===== config.mk =====
export PLATFORM = sky130hd
export DESIGN_NAME = ggps_best
export DESIGN_NICKNAME = d
export VERILOG_FILES = /design/src/sv/ggps_pkg.sv /design/src/sv/ggps_best.sv
export SDC_FILE = /design/constraint.sdc
export NUM_CORES = 1
export LEC_CHECK = 0
export BUFFER_PORTS_ARGS = -buffer_cell sky130_fd_sc_hd__clkbuf_2
export CORE_MARGIN = 4
export CORE_UTILIZATION = 45
export DETAILED_ROUTE_END_ITERATION = 8
export GPL_TIMING_DRIVEN = 0
export PLACE_DENSITY = 0.76
export SETUP_SLACK_MARGIN = 0.5
export SYNTH_ARGS = -nofsm -noshare
export SYNTH_HDL_FRONTEND = slang
export SYNTH_SLANG_ARGS = --single-unit

===== constraint.sdc =====
create_clock -name i_clk -period 3.12 [get_ports i_clk]
set_clock_uncertainty 0.2 [all_clocks]
set_input_delay 0.156 -clock i_clk [delete_from_list [all_inputs] [get_ports i_clk]]
set_output_delay 0.156 -clock i_clk [all_outputs]
set_load 0.02 [all_outputs]

===== src/sv/ggps_pkg.sv =====
package ggps_pkg;

    // Fixed field widths of the request and response transactions
    localparam int NODE_FW   = 5;
    localparam int WEIGHT_FW = 16;
    localparam int STATUS_W  = 3;

    // Request mode
    localparam logic MODE_LOAD   = 1'b0;
    localparam logic MODE_SEARCH = 1'b1;

    // Response status codes
    typedef enum logic [STATUS_W-1:0] {
        ST_PATH     = 3'd0,
        ST_STORED   = 3'd1,
        ST_REJECTED = 3'd2,
        ST_NOPATH   = 3'd3,
        ST_BADEND   = 3'd4
    } t_status;

    // Control from the sequencer to the best-neighbour unit
    typedef struct packed {
        logic clr;  // forget the current best candidate
        logic smp;  // weight from the store is valid this cycle
    } t_scan_ctl;

endpackage


===== src/sv/ggps_best.sv =====
// Running minimum over one row of the weight store: smallest nonzero
// weight to an unvisited node, first index kept on ties
module ggps_best #(
    parameter int NW = 5,
    parameter int WB = 16
) (
    input  logic                i_clk,
    input  logic                i_rst_n,
    input  ggps_pkg::t_scan_ctl i_ctl,
    input  logic [NW-1:0]       i_col,
    input  logic [WB-1:0]       i_weight,
    input  logic                i_visited,
    output logic                o_found,
    output logic [NW-1:0]       o_pick
);

    logic          r_found;
    logic [WB-1:0] r_best;
    logic [NW-1:0] r_pick;
    logic          w_take;

    // strict compare keeps the lower index on equal weights
    assign w_take = i_ctl.smp && (i_weight != '0) && !i_visited
                    && (!r_found || (i_weight < r_best));

    always_ff @(posedge i_clk) begin
        if (!i_rst_n || i_ctl.clr) begin
            r_found <= 1'b0;
        end else if (w_take) begin
            r_found <= 1'b1;
        end
    end

    always_ff @(posedge i_clk) begin
        if (w_take) begin
            r_best <= i_weight;
            r_pick <= i_col;
        end
    end

    assign o_found = r_found;
    assign o_pick  = r_pick;

endmodule


==> summary.txt <==
Clocking
  • Clock sink total: 22
  • Num CTS Buffers: 3
  • Clock Tree Buf Depth: 2
  • Depth of the CTS H-tree: 1
  • Root Buffer: clkbuf_4
  • Latest clock arrival within the worst-skew pair: 0.31 ns
  • Clock transition at path regs: 0.12 ns
  • CTS tree: built

Floorplan
  • Io pins: 32
  • Core ar.: 2255 sq um
  • Die area: 3273 sq um
  • Die Y: 57.21 microns
  • # rows: 17
  • Initial Util: 48.34%
  • Die width: 57.21 microns

Pwr
  • IR drop worst, VDD: 0.3583 mV
  • Pwr/cell area: 407.3 nW/um^2
  • P_leak: 0.7511 nW

STA
  • Tcrit/Tclk final: 82.09%
  • Count of final setup violators: 0
  • Minimum clock period: 2.561 ns
  • Slew HR: 48.78%
  • RSZ-0062 raised after global routing: no
  • Final worst slack: 0.5587 ns
  • Final hold vios: 0
  • Setup TNS: 0 ns
  • Worst-Margin Slew: 0.7490 ns
  • Max Fclk: 390.4 MHz
  • Slew Viols, Final: 0

Worst setup path
  • Critical Path RT: 2.96 ns
  • WP data arrival: 2.40 ns
  • Crit-path max FO: 11
  • CP Class: input port to flop
  • Crit start category: input port
  • CP endpoint kind: flop

Global routing
  • Via count of the first global-routing pass: 892
  • Largest net degree at the start of global routing: 14
  • Total GRT Usage: 15.82%
  • Initial antenna violation count: 0
  • Residual overflow from global routing: 0
  • First-pass GRT wire length: 3981 microns

Flow run
  • # Max-Cap Violations: 0

Placed design
  • HPWL Detailed: 1584 microns
  • Routability cong.: 0.7721
  • Port Buffers: 31
  • Placed Area: 1291 sq um
  • Place WS: 0.3473 ns

Routing
  • Vias per cell: 4.988
  • Number of iterations in the first detailed-routing pass: 4
  • Wirelength, routed: 2467 microns
  • Vias: 853
  • Initial DRC count: 19
  • Avg WL per Cell: 14.43 microns
  • Final ANT Viol Nets: 0
  • Number of DRC violations after detailed routing: 0

Finish
  • Commonest non-fill, non-tap cell in the layout: clkbuf_2
  • Layout cell share with drive strength beyond 1: 28.67%
  • Fin util: 73.64%
  • # diodes: 0
  • Layout net count: 185
  • Fin area: 1660 sq um
  • Most frequent cells in the layout: clkbuf_2 (31), dlygate4sd3_1 (23), edfxtp_1 (21)
  • Area Growth Syn to Fin: 52.35%

Yosys
  • Mean Syn Cell Area: 13.29 sq um
  • Mapped Nets: 123
  • Sequential-to-total area share from yosys stat: 59.70%
  • Synthesized cell area: 1090 sq um
  • FF+latch count, synth: 22
  • Yosys warning count: 0
  • Synth unique cells: 21
  • Post-Synthesis Cells: 82

Worst hold path
  • Hold Crit Class: input port to flop

Run status
  • Status: finished clean
## sequential cells by signal, indices dropped and copies added, names as in the netlist
| name | flops |
|---|---|
| r_best | 16 |
| o_found | 1 |
| o_pick | 5 |
## worst max-delay path, stage by stage
cell and delay, ns:
dlygate4sd3_1 0.53, clkbuf_2 0.14, ha_1 0.31, a2111oi_0 0.68, o311ai_4 0.21, a21oi_4 0.21, buf_12 0.15
## synthesized netlist by cell type, drive strengths merged
library cell	number	area, sq um
nand3	1	5.000
nor2	2	7.510
o311ai	1	8.760
dfxtp	1	20.02
a2111oi	2	23.77
a21o	3	22.52
o21a	1	7.510
nand2	1	3.750
nor4	4	25.02
and3	1	6.260
inv	16	60.06
ha	15	187.7
nand4	3	18.77
nand3b	1	7.510
a221o	1	10.01
o211ai	1	7.510
nor3	1	5.000
edfxtp	21	630.6
nand2b	2	12.51
a21oi	4	20.02
## where the power goes
group          internal [mW]  switching [mW]  total, mW
clock                  0.130          0.0883      0.218
combinational         0.0621          0.0543      0.116
sequential             0.338         0.00378      0.342
total                  0.530           0.146      0.676
## worst paths after layout
check             slack, ns        end  cells past startpoint         from
setup / recovery       0.56  o_pick[3]                      7  i_weight[1]
hold / removal         0.07    o_found                      3     i_ctl[0]
setup reg to reg       0.64  o_pick[3]                      8   r_best[13]
hold reg to reg        0.36    o_found                      2      o_found
## metrics by stage
stage	cells	power [mW]	hold slack, ns
after floorplan	82	0.3899	0.05487
after global placement	141	0.4207	0.1331
after detailed placement	141	0.4250	0.1355
after CTS	169	0.6651	0.08703
after global routing	171	0.7085	0.08742
final	171	0.6763	0.07035
## area by class of cell
type                    instances  area (sq um)
inverters                      16         60.06
clock buffers                   3         22.52
repair buffers                 56         425.4
flip-flops and latches         22         650.6
fillers                       160         594.3
multi-input cells              45         436.7
clock inverters                 1         30.03
well taps                      28         35.03
## repair_timing
item,CTS,global route
cloned,1,0
setup endpoints to repair,21,21
resized for setup,1,3
pin swaps,1,2
endpoints found under the hold margin,22,0
hold buffers,23,0
setup buffers,0,2
## kinds of logic after synthesis
group                    Yosys count  synth area share (%)
flip-flops                        22                 59.70
buffers and inverters             16                 5.511
AND/OR/NAND/NOR                   16                 8.380
adder cells (fa/ha/maj)           15                 17.22
AO/OA/AOI/OAI                     13                 9.185
## per-layer routing
metal / GRT usage (%) / wire [microns] / share of wire, % / vias to the layer above
li1: - / - / - / 434
met1: 18.51 / 1072 / 43 / 390
met2: 29.20 / 1252 / 51 / 27
met3: 2.036 / 125 / 5.1 / 2
met4: 5.960 / 16 / 0.65 / 0
met5: 0 / 0 / 0 / -
Power figures use the tool's default switching activity.
